## config.mk

```make
export PLATFORM = sky130hd
export DESIGN_NAME = multi_slot_periodic_tick_scheduler_top_flat
export DESIGN_NICKNAME = d
export VERILOG_FILES = /design/src/rtl/core/msts_pkg.sv /design/src/rtl/core/msts_in_if.sv /design/src/rtl/core/msts_out_if.sv /design/src/rtl/core/msts_front.sv /design/src/rtl/core/msts_div.sv /design/src/rtl/core/msts_back.sv /design/src/rtl/core/multi_slot_periodic_tick_scheduler_top.sv /design/src/flat_wrapper.sv
export VERILOG_INCLUDE_DIRS = /design/src /design/src/rtl/core
export SDC_FILE = /design/constraint.sdc
export NUM_CORES = 1
export LEC_CHECK = 0
export ABC_AREA = 1
export BUFFER_PORTS_ARGS = -buffer_cell sky130_fd_sc_hd__buf_2
export CORE_MARGIN = 10
export CORE_UTILIZATION = 56
export CTS_CLUSTER_DIAMETER = 30
export CTS_CLUSTER_SIZE = 8
export DETAILED_ROUTE_END_ITERATION = 8
export PLACE_DENSITY_LB_ADDON = 0.12
export SYNTH_ARGS = -nofsm -noshare
export SYNTH_HDL_FRONTEND = slang
export SYNTH_SLANG_ARGS = --single-unit
```

## constraint.sdc

```tcl
create_clock -name clk -period 2.9 [get_ports clk]
set_input_delay 0.145 -clock clk [delete_from_list [all_inputs] [get_ports clk]]
set_output_delay 0.145 -clock clk [all_outputs]
set_load 0.005 [all_outputs]
```

## src/rtl/core/multi_slot_periodic_tick_scheduler_top_defines.svh

```systemverilog
// Assertion macros shared by the tick scheduler RTL
`ifndef MULTI_SLOT_PERIODIC_TICK_SCHEDULER_TOP_DEFINES_SVH
`define MULTI_SLOT_PERIODIC_TICK_SCHEDULER_TOP_DEFINES_SVH

// same-cycle implication, sampled on clk, off during rst
`define MSTS_ASSERT_IMP(label, ante, cons, msg) \
  label: assert property (@(posedge clk) disable iff (rst) (ante) |-> (cons)) \
    else $error(msg);

// next-cycle implication, sampled on clk, off during rst
`define MSTS_ASSERT_NXT(label, ante, cons, msg) \
  label: assert property (@(posedge clk) disable iff (rst) (ante) |=> (cons)) \
    else $error(msg);

`endif

```

## src/rtl/core/msts_pkg.sv

```systemverilog
// Types and constants of the tick scheduler
`default_nettype none

package msts_pkg;

  localparam int ACT_W    = 3;
  localparam int RATE_W   = 16;
  localparam int MS_W     = 16;
  localparam int KIND_W   = 2;
  localparam int OIDX_W   = 3;
  localparam int COUNT_W  = 17;
  localparam int PERIOD_W = 10;

  // input actions
  localparam logic [ACT_W-1:0] ACT_TICK  = 3'd0;
  localparam logic [ACT_W-1:0] ACT_SCHED = 3'd1;
  localparam logic [ACT_W-1:0] ACT_TERM  = 3'd2;
  localparam logic [ACT_W-1:0] ACT_RATE  = 3'd3;
  localparam logic [ACT_W-1:0] ACT_SHUT  = 3'd4;

  // classified operations handed to the back end
  localparam logic [2:0] OP_TICK  = 3'd0;
  localparam logic [2:0] OP_SCHED = 3'd1;
  localparam logic [2:0] OP_TERM  = 3'd2;
  localparam logic [2:0] OP_RATE  = 3'd3;
  localparam logic [2:0] OP_SHUT  = 3'd4;
  localparam logic [2:0] OP_NOP   = 3'd5;

  // result kinds
  localparam logic [KIND_W-1:0] KIND_SCHEDULED = 2'd0;
  localparam logic [KIND_W-1:0] KIND_FULL      = 2'd1;
  localparam logic [KIND_W-1:0] KIND_FIRED     = 2'd2;
  localparam logic [KIND_W-1:0] KIND_ACK       = 2'd3;

  localparam int RATE_DEFAULT  = 120;
  localparam int MS_PER_SECOND = 1000;
  localparam logic [COUNT_W-1:0]  MS_PER_SEC_DIVIDEND = COUNT_W'(MS_PER_SECOND);
  localparam logic [PERIOD_W-1:0] DEFAULT_PERIOD = PERIOD_W'(MS_PER_SECOND / RATE_DEFAULT);
  localparam logic [PERIOD_W-1:0] MIN_PERIOD     = PERIOD_W'(1);
  localparam logic [RATE_W-1:0]   RATE_LIMIT     = RATE_W'(MS_PER_SECOND);

  typedef struct packed {
    logic [2:0]          op;
    logic [OIDX_W-1:0]   slot;
    logic                slot_ok;
    logic [PERIOD_W-1:0] rate_low;
    logic                rate_zero;
    logic                rate_big;
    logic [MS_W-1:0]     elapsed;
  } cmd_t;

endpackage

`default_nettype wire

```

## src/rtl/core/msts_in_if.sv

```systemverilog
// Input channel: one command word per handshake
`default_nettype none

interface msts_in_if;
  logic        valid;
  logic        ready;
  logic [2:0]  action;
  logic [2:0]  slot;
  logic [15:0] rate;
  logic [15:0] elapsed_ms;

  modport source (output valid, action, slot, rate, elapsed_ms, input ready);
  modport sink   (input valid, action, slot, rate, elapsed_ms, output ready);
endinterface

`default_nettype wire

```

## src/rtl/core/msts_out_if.sv

```systemverilog
// Output channel: one result word per handshake
`default_nettype none

interface msts_out_if;
  logic        valid;
  logic        ready;
  logic [1:0]  kind;
  logic [2:0]  slot_index;
  logic [16:0] fire_count;
  logic        last;

  modport source (output valid, kind, slot_index, fire_count, last, input ready);
  modport sink   (input valid, kind, slot_index, fire_count, last, output ready);
endinterface

`default_nettype wire

```

## src/rtl/core/msts_front.sv

```systemverilog
// Front end: accepts command words, classifies them, two-entry queue
`default_nettype none

module msts_front
  import msts_pkg::*;
#(
  parameter int NUM_SLOTS = 8
) (
  input  wire logic   clk,
  input  wire logic   rst,
  msts_in_if.sink     in_ch,
  output logic        q_valid,
  output cmd_t        q_cmd,
  input  wire logic   q_pop
);

  cmd_t       fifo [2];
  logic       wr_ptr;
  logic       rd_ptr;
  logic [1:0] count;
  cmd_t       cls;
  logic       push;

  always_comb begin
    cls           = '0;
    cls.slot      = in_ch.slot;
    cls.slot_ok   = int'(in_ch.slot) < NUM_SLOTS;
    cls.rate_low  = in_ch.rate[PERIOD_W-1:0];
    cls.rate_zero = in_ch.rate == '0;
    cls.rate_big  = in_ch.rate > RATE_LIMIT;
    cls.elapsed   = in_ch.elapsed_ms;
    unique case (in_ch.action)
      ACT_TICK:  cls.op = OP_TICK;
      ACT_SCHED: cls.op = OP_SCHED;
      ACT_TERM:  cls.op = OP_TERM;
      ACT_RATE:  cls.op = OP_RATE;
      ACT_SHUT:  cls.op = OP_SHUT;
      default:   cls.op = OP_NOP;
    endcase
  end

  assign in_ch.ready = count != 2'd2;
  assign push        = in_ch.valid && in_ch.ready;
  assign q_valid     = count != 2'd0;
  assign q_cmd       = fifo[rd_ptr];

  always_ff @(posedge clk) begin
    if (push) begin
      fifo[wr_ptr] <= cls;
    end
  end

  always_ff @(posedge clk) begin
    if (rst) begin
      wr_ptr <= 1'b0;
      rd_ptr <= 1'b0;
      count  <= 2'd0;
    end else begin
      if (push) begin
        wr_ptr <= !wr_ptr;
      end
      if (q_pop) begin
        rd_ptr <= !rd_ptr;
      end
      if (push && !q_pop) begin
        count <= count + 2'd1;
      end else if (q_pop && !push) begin
        count <= count - 2'd1;
      end
    end
  end

endmodule

`default_nettype wire

```

## src/rtl/core/msts_div.sv

```systemverilog
// Shared restoring divider, two quotient bits per cycle
`default_nettype none

module msts_div
  import msts_pkg::*;
(
  input  wire logic                clk,
  input  wire logic                rst,
  input  wire logic                start,
  input  wire logic [COUNT_W-1:0]  dividend,
  input  wire logic [PERIOD_W-1:0] divisor,
  output logic                     done,
  output logic [COUNT_W-1:0]       quot,
  output logic [PERIOD_W-1:0]      rem
);

  localparam int QW    = COUNT_W + 1;
  localparam int STEPS = QW / 2;

  logic [QW-1:0]       q;
  logic [PERIOD_W-1:0] r;
  logic [PERIOD_W-1:0] d;
  logic [3:0]          cnt;
  logic                busy;
  logic [QW-1:0]       q_next;
  logic [PERIOD_W-1:0] r_next;

  always_comb begin
    logic [PERIOD_W:0] t;
    logic [QW-1:0]     qq;
    logic [PERIOD_W:0] rr;
    qq = q;
    rr = {1'b0, r};
    for (int s = 0; s < 2; s++) begin
      t  = {rr[PERIOD_W-1:0], qq[QW-1]};
      qq = {qq[QW-2:0], 1'b0};
      if (t >= {1'b0, d}) begin
        t     = t - {1'b0, d};
        qq[0] = 1'b1;
      end
      rr = t;
    end
    q_next = qq;
    r_next = rr[PERIOD_W-1:0];
  end

  always_ff @(posedge clk) begin
    if (rst) begin
      busy <= 1'b0;
      done <= 1'b0;
      cnt  <= '0;
    end else begin
      done <= 1'b0;
      if (start) begin
        busy <= 1'b1;
        cnt  <= 4'(STEPS);
      end else if (busy) begin
        cnt <= cnt - 4'd1;
        if (cnt == 4'd1) begin
          busy <= 1'b0;
          done <= 1'b1;
        end
      end
    end
  end

  always_ff @(posedge clk) begin
    if (start) begin
      q <= {1'b0, dividend};
      r <= '0;
      d <= divisor;
    end else if (busy) begin
      q <= q_next;
      r <= r_next;
    end
  end

  // quotient never exceeds the 17-bit dividend, so the top bit stays clear
  assign quot = q[COUNT_W-1:0];
  assign rem  = r;

endmodule

`default_nettype wire

```

## src/rtl/core/msts_back.sv

```systemverilog
// Back end: slot state, tick walk, period setup and result register
`default_nettype none

module msts_back
  import msts_pkg::*;
#(
  parameter int NUM_SLOTS = 8
) (
  input  wire logic   clk,
  input  wire logic   rst,
  input  wire logic   q_valid,
  input  wire cmd_t   q_cmd,
  output logic        q_pop,
  msts_out_if.source  out_ch
);

  localparam int IDX_W = (NUM_SLOTS > 1) ? $clog2(NUM_SLOTS) : 1;
  localparam logic [IDX_W-1:0] LAST_IDX = IDX_W'(NUM_SLOTS - 1);

  localparam logic [3:0] ST_IDLE    = 4'd0;
  localparam logic [3:0] ST_T_ISSUE = 4'd1;
  localparam logic [3:0] ST_T_WAIT  = 4'd2;
  localparam logic [3:0] ST_T_DIV   = 4'd3;
  localparam logic [3:0] ST_T_PUSH  = 4'd4;
  localparam logic [3:0] ST_T_END   = 4'd5;
  localparam logic [3:0] ST_SCAN    = 4'd6;
  localparam logic [3:0] ST_PER     = 4'd7;
  localparam logic [3:0] ST_P_DIV   = 4'd8;
  localparam logic [3:0] ST_RES     = 4'd9;

  logic [3:0]           state;
  cmd_t                 cmd;
  logic [IDX_W-1:0]     idx;
  logic [NUM_SLOTS-1:0] used;
  logic                 held_v;
  logic [OIDX_W-1:0]    held_idx;
  logic [COUNT_W-1:0]   held_cnt;
  logic [KIND_W-1:0]    res_kind;
  logic [OIDX_W-1:0]    res_idx;

  logic [PERIOD_W-1:0]  period_mem [NUM_SLOTS];
  logic [PERIOD_W-1:0]  accum_mem  [NUM_SLOTS];
  logic [PERIOD_W-1:0]  per_rd;
  logic [PERIOD_W-1:0]  acc_rd;
  logic                 per_we;
  logic [PERIOD_W-1:0]  per_wd;
  logic                 acc_we;
  logic [PERIOD_W-1:0]  acc_wd;

  logic                 div_start;
  logic [COUNT_W-1:0]   div_dividend;
  logic [PERIOD_W-1:0]  div_divisor;
  logic                 div_done;
  logic [COUNT_W-1:0]   div_quot;
  logic [PERIOD_W-1:0]  div_rem;

  logic                 out_free;
  logic                 emit;
  logic [KIND_W-1:0]    e_kind;
  logic [OIDX_W-1:0]    e_idx;
  logic [COUNT_W-1:0]   e_cnt;
  logic                 e_last;

  logic [IDX_W+2:0]     slot_ext;
  logic [IDX_W-1:0]     q_slot;
  logic [IDX_W+2:0]     idx_ext;
  logic [OIDX_W-1:0]    idx_out;
  logic                 at_last;

  assign slot_ext = {{IDX_W{1'b0}}, q_cmd.slot};
  assign q_slot   = slot_ext[IDX_W-1:0];
  assign idx_ext  = {3'b000, idx};
  assign idx_out  = idx_ext[OIDX_W-1:0];
  assign at_last  = idx == LAST_IDX;
  assign out_free = !out_ch.valid || out_ch.ready;

  msts_div u_div (
    .clk      (clk),
    .rst      (rst),
    .start    (div_start),
    .dividend (div_dividend),
    .divisor  (div_divisor),
    .done     (div_done),
    .quot     (div_quot),
    .rem      (div_rem)
  );

  // slot memories: written at idx, read at idx with a registered port
  always_ff @(posedge clk) begin
    if (per_we) begin
      period_mem[idx] <= per_wd;
    end
    per_rd <= period_mem[idx];
  end

  always_ff @(posedge clk) begin
    if (acc_we) begin
      accum_mem[idx] <= acc_wd;
    end
    acc_rd <= accum_mem[idx];
  end

  always_comb begin
    q_pop        = 1'b0;
    emit         = 1'b0;
    e_kind       = KIND_ACK;
    e_idx        = '0;
    e_cnt        = '0;
    e_last       = 1'b1;
    div_start    = 1'b0;
    div_dividend = '0;
    div_divisor  = '0;
    per_we       = 1'b0;
    per_wd       = '0;
    acc_we       = 1'b0;
    acc_wd       = '0;
    unique case (state)
      ST_IDLE: q_pop = q_valid;
      ST_T_WAIT: begin
        div_start    = 1'b1;
        div_dividend = COUNT_W'(acc_rd) + COUNT_W'(cmd.elapsed);
        div_divisor  = per_rd;
      end
      ST_T_PUSH: begin
        acc_we = 1'b1;
        acc_wd = div_rem;
        // a new firing slot releases the one held back
        if (div_quot != '0 && held_v) begin
          emit   = out_free;
          e_kind = KIND_FIRED;
          e_idx  = held_idx;
          e_cnt  = held_cnt;
          e_last = 1'b0;
        end
      end
      ST_T_END: begin
        emit = out_free;
        if (held_v) begin
          e_kind = KIND_FIRED;
          e_idx  = held_idx;
          e_cnt  = held_cnt;
        end
      end
      ST_SCAN: begin
        if (!used[idx]) begin
          acc_we = 1'b1;
        end
      end
      ST_PER: begin
        if (cmd.rate_zero) begin
          per_we = 1'b1;
          per_wd = DEFAULT_PERIOD;
        end else if (cmd.rate_big) begin
          per_we = 1'b1;
          per_wd = MIN_PERIOD;
        end else begin
          div_start    = 1'b1;
          div_dividend = MS_PER_SEC_DIVIDEND;
          div_divisor  = cmd.rate_low;
        end
      end
      ST_P_DIV: begin
        if (div_done) begin
          per_we = 1'b1;
          per_wd = div_quot[PERIOD_W-1:0];
        end
      end
      ST_RES: begin
        emit   = out_free;
        e_kind = res_kind;
        e_idx  = res_idx;
      end
      default: ;
    endcase
  end

  always_ff @(posedge clk) begin
    if (rst) begin
      state  <= ST_IDLE;
      used   <= '0;
      held_v <= 1'b0;
    end else begin
      unique case (state)
        ST_IDLE: begin
          if (q_valid) begin
            cmd      <= q_cmd;
            idx      <= '0;
            held_v   <= 1'b0;
            res_kind <= KIND_ACK;
            res_idx  <= '0;
            case (q_cmd.op)
              OP_TICK:  state <= ST_T_ISSUE;
              OP_SCHED: state <= ST_SCAN;
              OP_TERM: begin
                if (q_cmd.slot_ok) begin
                  used[q_slot] <= 1'b0;
                end
                state <= ST_RES;
              end
              OP_RATE: begin
                if (q_cmd.slot_ok) begin
                  idx   <= q_slot;
                  state <= ST_PER;
                end else begin
                  state <= ST_RES;
                end
              end
              OP_SHUT: begin
                used  <= '0;
                state <= ST_RES;
              end
              default: state <= ST_RES;
            endcase
          end
        end
        ST_T_ISSUE: begin
          if (used[idx]) begin
            state <= ST_T_WAIT;
          end else if (at_last) begin
            state <= ST_T_END;
          end else begin
            idx <= idx + IDX_W'(1);
          end
        end
        ST_T_WAIT: state <= ST_T_DIV;
        ST_T_DIV: begin
          if (div_done) begin
            state <= ST_T_PUSH;
          end
        end
        ST_T_PUSH: begin
          if (div_quot == '0 || !held_v || out_free) begin
            if (div_quot != '0) begin
              held_v   <= 1'b1;
              held_idx <= idx_out;
              held_cnt <= div_quot;
            end
            if (at_last) begin
              state <= ST_T_END;
            end else begin
              idx   <= idx + IDX_W'(1);
              state <= ST_T_ISSUE;
            end
          end
        end
        ST_T_END: begin
          if (out_free) begin
            state <= ST_IDLE;
          end
        end
        ST_SCAN: begin
          if (!used[idx]) begin
            used[idx] <= 1'b1;
            res_kind  <= KIND_SCHEDULED;
            res_idx   <= idx_out;
            state     <= ST_PER;
          end else if (at_last) begin
            res_kind <= KIND_FULL;
            state    <= ST_RES;
          end else begin
            idx <= idx + IDX_W'(1);
          end
        end
        ST_PER: begin
          if (cmd.rate_zero || cmd.rate_big) begin
            state <= ST_RES;
          end else begin
            state <= ST_P_DIV;
          end
        end
        ST_P_DIV: begin
          if (div_done) begin
            state <= ST_RES;
          end
        end
        ST_RES: begin
          if (out_free) begin
            state <= ST_IDLE;
          end
        end
        default: state <= ST_IDLE;
      endcase
    end
  end

  // output register
  always_ff @(posedge clk) begin
    if (rst) begin
      out_ch.valid <= 1'b0;
    end else if (emit) begin
      out_ch.valid <= 1'b1;
    end else if (out_ch.ready) begin
      out_ch.valid <= 1'b0;
    end
  end

  always_ff @(posedge clk) begin
    if (emit) begin
      out_ch.kind       <= e_kind;
      out_ch.slot_index <= e_idx;
      out_ch.fire_count <= e_cnt;
      out_ch.last       <= e_last;
    end
  end

endmodule

`default_nettype wire

```

## src/rtl/core/multi_slot_periodic_tick_scheduler_top.sv

```systemverilog
// Top level of the multi-slot periodic tick scheduler
// Usage:
//   in_ch carries one command word per handshake (valid and ready high at a
//   clock edge): tick, schedule, terminate, set rate or shutdown. out_ch
//   returns result words; the final word of each command has last set.
//   A two-entry command queue in the front end feeds the slot engine,
//   so in_ch keeps taking words while the engine is busy.
//   Terminate, shutdown and unknown actions answer with a single ack.
//   Set rate divides in the shared divider (9 steps of 2 bits) unless
//   the rate is 0 or above 1000; a slot out of range only acks.
//   Schedule takes the first free slot and sets its period the same way;
//   a full pool answers full. A tick walks every slot, dividing for each
//   used one; its earlier fire words leave mid-walk.
//   When out_ch stalls, the result register holds and the engine waits;
//   once the queue fills, in_ch drops ready.
//   Reset (rst, synchronous) frees every slot and empties the queue and
//   the result register; slot rates hold no value until written.
`default_nettype none

`include "multi_slot_periodic_tick_scheduler_top_defines.svh"

module multi_slot_periodic_tick_scheduler_top
  import msts_pkg::*;
#(
  parameter int NUM_SLOTS = 8
) (
  input  wire logic   clk,
  input  wire logic   rst,
  msts_in_if.sink     in_ch,
  msts_out_if.source  out_ch
);

  logic q_valid;
  cmd_t q_cmd;
  logic q_pop;

  msts_front #(
    .NUM_SLOTS (NUM_SLOTS)
  ) u_front (
    .clk     (clk),
    .rst     (rst),
    .in_ch   (in_ch),
    .q_valid (q_valid),
    .q_cmd   (q_cmd),
    .q_pop   (q_pop)
  );

  msts_back #(
    .NUM_SLOTS (NUM_SLOTS)
  ) u_back (
    .clk     (clk),
    .rst     (rst),
    .q_valid (q_valid),
    .q_cmd   (q_cmd),
    .q_pop   (q_pop),
    .out_ch  (out_ch)
  );

  `MSTS_ASSERT_IMP(a_pop_has_cmd, q_pop, q_valid, "queue popped while empty")
  `MSTS_ASSERT_NXT(a_one_cmd_at_a_time, q_pop, !q_pop, "engine took two commands back to back")
  `MSTS_ASSERT_IMP(a_fired_nonzero, out_ch.valid && out_ch.kind == KIND_FIRED, out_ch.fire_count != '0, "fired word with zero count")
  `MSTS_ASSERT_IMP(a_single_word_last, out_ch.valid && out_ch.kind != KIND_FIRED, out_ch.last && out_ch.fire_count == '0, "non-fire word not final or with count")

endmodule

`default_nettype wire

```

## src/flat_wrapper.sv

```systemverilog
// flat-port wrapper written by rule: the top's interface ports become plain ports
module multi_slot_periodic_tick_scheduler_top_flat import msts_pkg::*;
#(
  parameter int NUM_SLOTS = 8
)
  (clk, rst, in_ch_valid, in_ch_action, in_ch_slot, in_ch_rate, in_ch_elapsed_ms, in_ch_ready, out_ch_valid, out_ch_kind, out_ch_slot_index, out_ch_fire_count, out_ch_last, out_ch_ready);
  msts_in_if in_ch_i ();
  msts_out_if out_ch_i ();
  input  wire logic clk;
  input  wire logic rst;
  input wire logic [$bits(in_ch_i.valid)-1:0] in_ch_valid;
  input wire logic [$bits(in_ch_i.action)-1:0] in_ch_action;
  input wire logic [$bits(in_ch_i.slot)-1:0] in_ch_slot;
  input wire logic [$bits(in_ch_i.rate)-1:0] in_ch_rate;
  input wire logic [$bits(in_ch_i.elapsed_ms)-1:0] in_ch_elapsed_ms;
  output wire logic [$bits(in_ch_i.ready)-1:0] in_ch_ready;
  output wire logic [$bits(out_ch_i.valid)-1:0] out_ch_valid;
  output wire logic [$bits(out_ch_i.kind)-1:0] out_ch_kind;
  output wire logic [$bits(out_ch_i.slot_index)-1:0] out_ch_slot_index;
  output wire logic [$bits(out_ch_i.fire_count)-1:0] out_ch_fire_count;
  output wire logic [$bits(out_ch_i.last)-1:0] out_ch_last;
  input wire logic [$bits(out_ch_i.ready)-1:0] out_ch_ready;
  assign in_ch_i.valid = in_ch_valid;
  assign in_ch_i.action = in_ch_action;
  assign in_ch_i.slot = in_ch_slot;
  assign in_ch_i.rate = in_ch_rate;
  assign in_ch_i.elapsed_ms = in_ch_elapsed_ms;
  assign in_ch_ready = in_ch_i.ready;
  assign out_ch_valid = out_ch_i.valid;
  assign out_ch_kind = out_ch_i.kind;
  assign out_ch_slot_index = out_ch_i.slot_index;
  assign out_ch_fire_count = out_ch_i.fire_count;
  assign out_ch_last = out_ch_i.last;
  assign out_ch_i.ready = out_ch_ready;
  multi_slot_periodic_tick_scheduler_top #(.NUM_SLOTS(NUM_SLOTS)) u_core (.clk(clk), .rst(rst), .in_ch(in_ch_i), .out_ch(out_ch_i));
endmodule
```

==> impl.org <==
** Pwr
- Highest ir drop seen on vdd :: 756 uV
- Internal power :: 16.8 mW
- Part of the power in registers :: 29.7%
- Net switching fraction of the power :: 35.1%
- Summed over all cells, the static leakage comes to 8.48 nW.
- Per report_power, the combinational group accounts for 37.8% of the total.
- For this design the ratio of total power to cell area is 1180 mW/mm2.
- Sw Pwr :: 9.10 mW
- Per report_power, the clock group accounts for 32.5% of the total.

** Timing
- Max-slew violation count :: 0
- Setup repair after global routing could not meet its margin everywhere.
- Worst setup skew after layout :: 0.0401 ns
- Final hold violation count :: 0
- Summed over all failing endpoints, the final setup total negative slack is -2.26 ns.
- Subtracting the final worst setup slack from the clock period gives 3.13 ns.
- At the pin with the least slew margin, the transition time is 1.25 ns.
- Final setup margin :: -0.231 ns
- Maximum clock frequency :: 319 MHz
- Period utilisation layout :: 108%
- Hold is met by 0.0953 ns.
- Measured against its own limit, the worst slew margin works out to 16.5%.
- Final count of negative-setup-slack endpoints :: 11

** Global route
- Global routing used 22.5% of the available tracks across all layers.
- GRT Residual Overflow :: 0
- Vias in the first global route :: 11900
- Largest net degree at the start of global routing :: 36
- Global-route wire length before repair :: 66800 um
- The initial antenna violation count was 2.

** Placement
- At the end of routability-driven placement, the weighted congestion stood at 0.906.
- The placed instances occupy a cell area of 0.0185 mm2.
- Hpwl dp :: 28300 um
- Number of input and output port buffers inserted :: 66

** Routing
- In the detailed route, the total length drawn on met2 is 21000 um.
- Total wirelength of the detailed-routed design :: 43300 um
- Post-detailed-route wirelength per cell :: 20.3 um
- In the routed design, unresolved DRC markers number 0.
- First-iteration detailed-routing DRC count :: 892
- DRT met1 WL :: 17900 um
- Avg Vias per Cell :: 5.57
- After detailed routing, the met3 layer carries 3060 um of wire.
- Top metal layer carrying routed signals :: met4
- The first TritonRoute pass finished after 5 iterations.
- DR vias :: 11900
- Number of antenna-violating nets in the routed design :: 0

** Setup path
- Reg2Reg Setup Slack :: -0.23 ns
- The worst register-to-register path begins at u_core.u_back.u_div.d[9].
- Largest fanout on the critical path :: 6
- In this run the critical register-to-register path is captured at u_core.u_back.u_div.q[0].
- CP endpoint kind :: register
- STA classifies the critical path startpoint as a register.
- Length in cells of the worst reg-to-reg path :: 24
- The critical path is of the reg -> reg type.
- Data on the critical path arrives at its endpoint at 3.45 ns.
- Required time worst endpoint :: 3.22 ns

** Cells and area
- For this run, the post-layout net count is 1762.
- Number of fillers in the final layout :: 1961
- Once layout is complete, the utilization of the core stands at 73.6%.
- Final design instance area without fill :: 0.0219 mm2
- Compared with the post-synthesis result, the final layout area differs by 29.5%.
- In the final layout, the share of cells above drive strength 1 is 28.6%.

** CTS
- Clock input transition at the sequential cells of the worst setup and hold paths :: 0.05 ns
- The tree is rooted in a sky130_fd_sc_hd__clkbuf_16.
- Counting every sink on the clock net gives 390.
- TritonCTS built the clock tree.
- The clock reaches the later pin of the worst-skew pair after 0.58 ns.
- The clock passes through at most 3 buffers.
- Counting the buffers created by CTS gives 77.
- The H-tree was split into 3 levels.

** Synth
- Synthesized instance count :: 1412
- Yosys reg bits :: 390
- Proportion of register bits with asynchronous set or reset after synthesis :: 0%
- The synthesized netlist contains 55 unique library cells.
- The cell area that synthesis handed to floorplanning was 0.0169 mm2.
- In this run, synthesis inferred 334 flip-flops with an integrated enable.
- Mapped Nets :: 1492
- Sequential elements use 66.0% of the synthesized area.
- The Yosys step of the flow raised 0 warnings.
- Main flop type after synthesis :: sky130_fd_sc_hd__edfxtp_1
- In this run the mean area of a mapped cell was 12.0 um2.

** Die
- The floorplan step set the die height to 194 um.
- Initial cell density of the core :: 56.9%
- In this run the count of I/O pins placed on the die edge is 67.
- The die covers 0.0375 mm2.
- Die Wd :: 194 um
- The floorplan step defined a core boundary enclosing 0.0297 mm2.
- The initialized floorplan defines 63 standard-cell rows.

** Outcome
- The run finished, with violations left.
- Failing checks :: setup timing

** Job
- Reported max-cap violation count :: 0

** Hold path
- Min-Delay Startpoint :: in_ch_valid
- Hold depth :: 5
- Hold Crit Endpoint :: u_core.u_front.wr_ptr
- The path class of the tightest hold or removal check is in -> reg.
critical path, cell delays in order, from the launching register on:
cell and delay [ns]:
sky130_fd_sc_hd__edfxtp_1 0.44, sky130_fd_sc_hd__inv_2 0.11, sky130_fd_sc_hd__ha_4 0.22, sky130_fd_sc_hd__inv_4 0.08, sky130_fd_sc_hd__nor2_2 0.03, sky130_fd_sc_hd__nand2_1 0.07, sky130_fd_sc_hd__nand2_1 0.07, sky130_fd_sc_hd__a21oi_2 0.14
sky130_fd_sc_hd__nand2_2 0.09, sky130_fd_sc_hd__nor2_4 0.12, sky130_fd_sc_hd__buf_6 0.15, sky130_fd_sc_hd__nand2_4 0.06, sky130_fd_sc_hd__o21ai_4 0.07, sky130_fd_sc_hd__inv_2 0.06, sky130_fd_sc_hd__ha_4 0.23, sky130_fd_sc_hd__nand2_2 0.07
sky130_fd_sc_hd__nand2_2 0.07, sky130_fd_sc_hd__nand2_2 0.07, sky130_fd_sc_hd__nand2_2 0.06, sky130_fd_sc_hd__nand2_2 0.08, sky130_fd_sc_hd__nand4_1 0.07, sky130_fd_sc_hd__nand2_1 0.11, sky130_fd_sc_hd__nand3_4 0.13, sky130_fd_sc_hd__nor2_8 0.19
sky130_fd_sc_hd__o21ai_1 0.08
per-layer routing:
layer,vias to the layer above,GRT usage [%]
met5,-,0
met4,0,8.78
met3,87,4.75
met2,427,36.9
met1,5769,28.7
li1,5599,-
worst max path at each step:
stage | to | from | slack, ns
after global placement | u_core.u_back.u_div.q[0] | u_core.u_back.u_div.d[9] | -0.30
after CTS | u_core.u_back.u_div.rem[5] | u_core.u_back.u_div.d[9] | -0.1
final | u_core.u_back.u_div.q[0] | u_core.u_back.u_div.d[9] | -0.23
after floorplan | u_core.u_back.u_div.q[0] | u_core.u_back.u_div.d[1] | 0.02
after detailed placement | u_core.u_back.u_div.q[0] | u_core.u_back.u_div.d[9] | -0.31
after global routing | u_core.u_back.u_div.rem[7] | u_core.u_back.u_div.d[9] | -0.39
stage by stage:
step	std cells	setup slack (ns)	power, mW
after floorplan	1412	0.0209	13.4
final	2133	-0.231	25.9
after CTS	2125	-0.0998	25.3
after global routing	2133	-0.387	27.3
after global placement	1929	-0.305	16.2
after detailed placement	1929	-0.312	16.3
sequential cells by signal (all words and copies together) (netlist names), 8 cells and up, named ones only:
register / cells
u_core.u_back.u_div.q: 18
u_core.u_back.used: 8
u_core.u_back.acc_rd: 10
u_core.u_back.per_rd: 10
u_core.u_back.cmd: 28
u_core.u_back.held_cnt: 17
u_core.u_back.period_mem: 80
u_core.u_back.u_div.d: 10
u_core.u_back.u_div.rem: 10
u_core.u_back.accum_mem: 80
u_core.u_front.fifo: 68
u_core.u_back.out_ch.fire_count: 17
cell usage in the layout, fill, tap and decap left out, drive strengths merged, types with 9 or more instances in the layout:
| cell type | count |
|---|---|
| o31ai | 9 |
| xor2 | 10 |
| ha | 35 |
| clkinv | 27 |
| a22o | 19 |
| nor2 | 143 |
| nor3 | 15 |
| dlygate4sd3 | 37 |
| a32o | 13 |
| clkbuf | 105 |
| nand2 | 253 |
| dfxtp | 56 |
| a221oi | 19 |
| buf | 190 |
| edfxtp | 334 |
| nand4 | 27 |
| a22oi | 21 |
| a21oi | 53 |
| inv | 162 |
| o21ai | 58 |
| mux2 | 28 |
| nand3 | 70 |
area by class of cell:
cell class | instances | area (um2) | area share, %
sequential | 390 | 11200 | 51.0
multi-input combinational | 825 | 5400 | 24.7
clock buffer | 105 | 2160 | 9.85
timing repair buffer | 227 | 1710 | 7.83
inverter | 161 | 614 | 2.81
tap | 390 | 488 | 2.23
clock inverter | 34 | 358 | 1.64
antenna | 1 | 2.50 | 0.0114
synthesized netlist by cell type (5+ instances only):
| master | n | area share, % |
|---|---|---|
| sky130_fd_sc_hd__dfxtp_1 | 56 | 6.6 |
| sky130_fd_sc_hd__mux2_2 | 28 | 1.9 |
| sky130_fd_sc_hd__nand3_1 | 62 | 1.8 |
| sky130_fd_sc_hd__nand2_1 | 228 | 5.1 |
| sky130_fd_sc_hd__a221oi_1 | 19 | 0.98 |
| sky130_fd_sc_hd__o22ai_1 | 5 | 0.19 |
| sky130_fd_sc_hd__o31ai_1 | 9 | 0.40 |
| sky130_fd_sc_hd__clkbuf_1 | 13 | 0.29 |
| sky130_fd_sc_hd__nor3_1 | 12 | 0.36 |
| sky130_fd_sc_hd__a21oi_1 | 47 | 1.4 |
| sky130_fd_sc_hd__nor2_1 | 121 | 2.7 |
| sky130_fd_sc_hd__inv_1 | 149 | 3.3 |
| sky130_fd_sc_hd__a32o_1 | 13 | 0.77 |
| sky130_fd_sc_hd__o211ai_1 | 7 | 0.31 |
| sky130_fd_sc_hd__nor2_2 | 13 | 0.48 |
| sky130_fd_sc_hd__ha_1 | 35 | 2.6 |
| sky130_fd_sc_hd__xnor2_1 | 6 | 0.31 |
| sky130_fd_sc_hd__a21oi_2 | 6 | 0.31 |
| sky130_fd_sc_hd__nand4_1 | 27 | 1.0 |
| sky130_fd_sc_hd__nand2_2 | 18 | 0.67 |
| sky130_fd_sc_hd__nor2_4 | 6 | 0.40 |
| sky130_fd_sc_hd__buf_2 | 21 | 0.62 |
| sky130_fd_sc_hd__inv_2 | 10 | 0.22 |
| sky130_fd_sc_hd__nand3_2 | 5 | 0.30 |
| sky130_fd_sc_hd__edfxtp_1 | 334 | 59 |
| sky130_fd_sc_hd__o21ai_2 | 10 | 0.52 |
| sky130_fd_sc_hd__o21ai_1 | 15 | 0.44 |
| sky130_fd_sc_hd__a22oi_1 | 21 | 0.93 |
| sky130_fd_sc_hd__o21ai_0 | 33 | 0.98 |
| sky130_fd_sc_hd__xor2_1 | 10 | 0.52 |
| sky130_fd_sc_hd__a22o_1 | 19 | 0.98 |
power groups by stage:
stage	Clock, mW	Combinational, mW	Sequential, mW
after CTS	8.48	9.12	7.69
after detailed placement	0	8.52	7.77
after floorplan	0	5.86	7.51
after global routing	8.76	10.7	7.76
final	8.41	9.79	7.70
after global placement	0	8.46	7.75
cells by family after synthesis:
kind of cell,count (synthesis),synth area share (%)
AOI/OAI and AO/OA,222,9.02
DFF,390,66.0
muxes,28,1.87
adders and majority gates,38,2.95
buffers and inverters,200,4.84
and+or+nand+nor,518,14.5
xor gates and xnor gates,16,0.829
timing repair:
action	CTS	global route
buffers inserted	18	6
endpoints found under the hold margin	74	0
resized for setup	34	41
pin swaps	17	22
cloned	2	1
setup endpoints to repair	11	11
hold buffers	37	0
No activity file was read; power rests on OpenSTA's default activity.
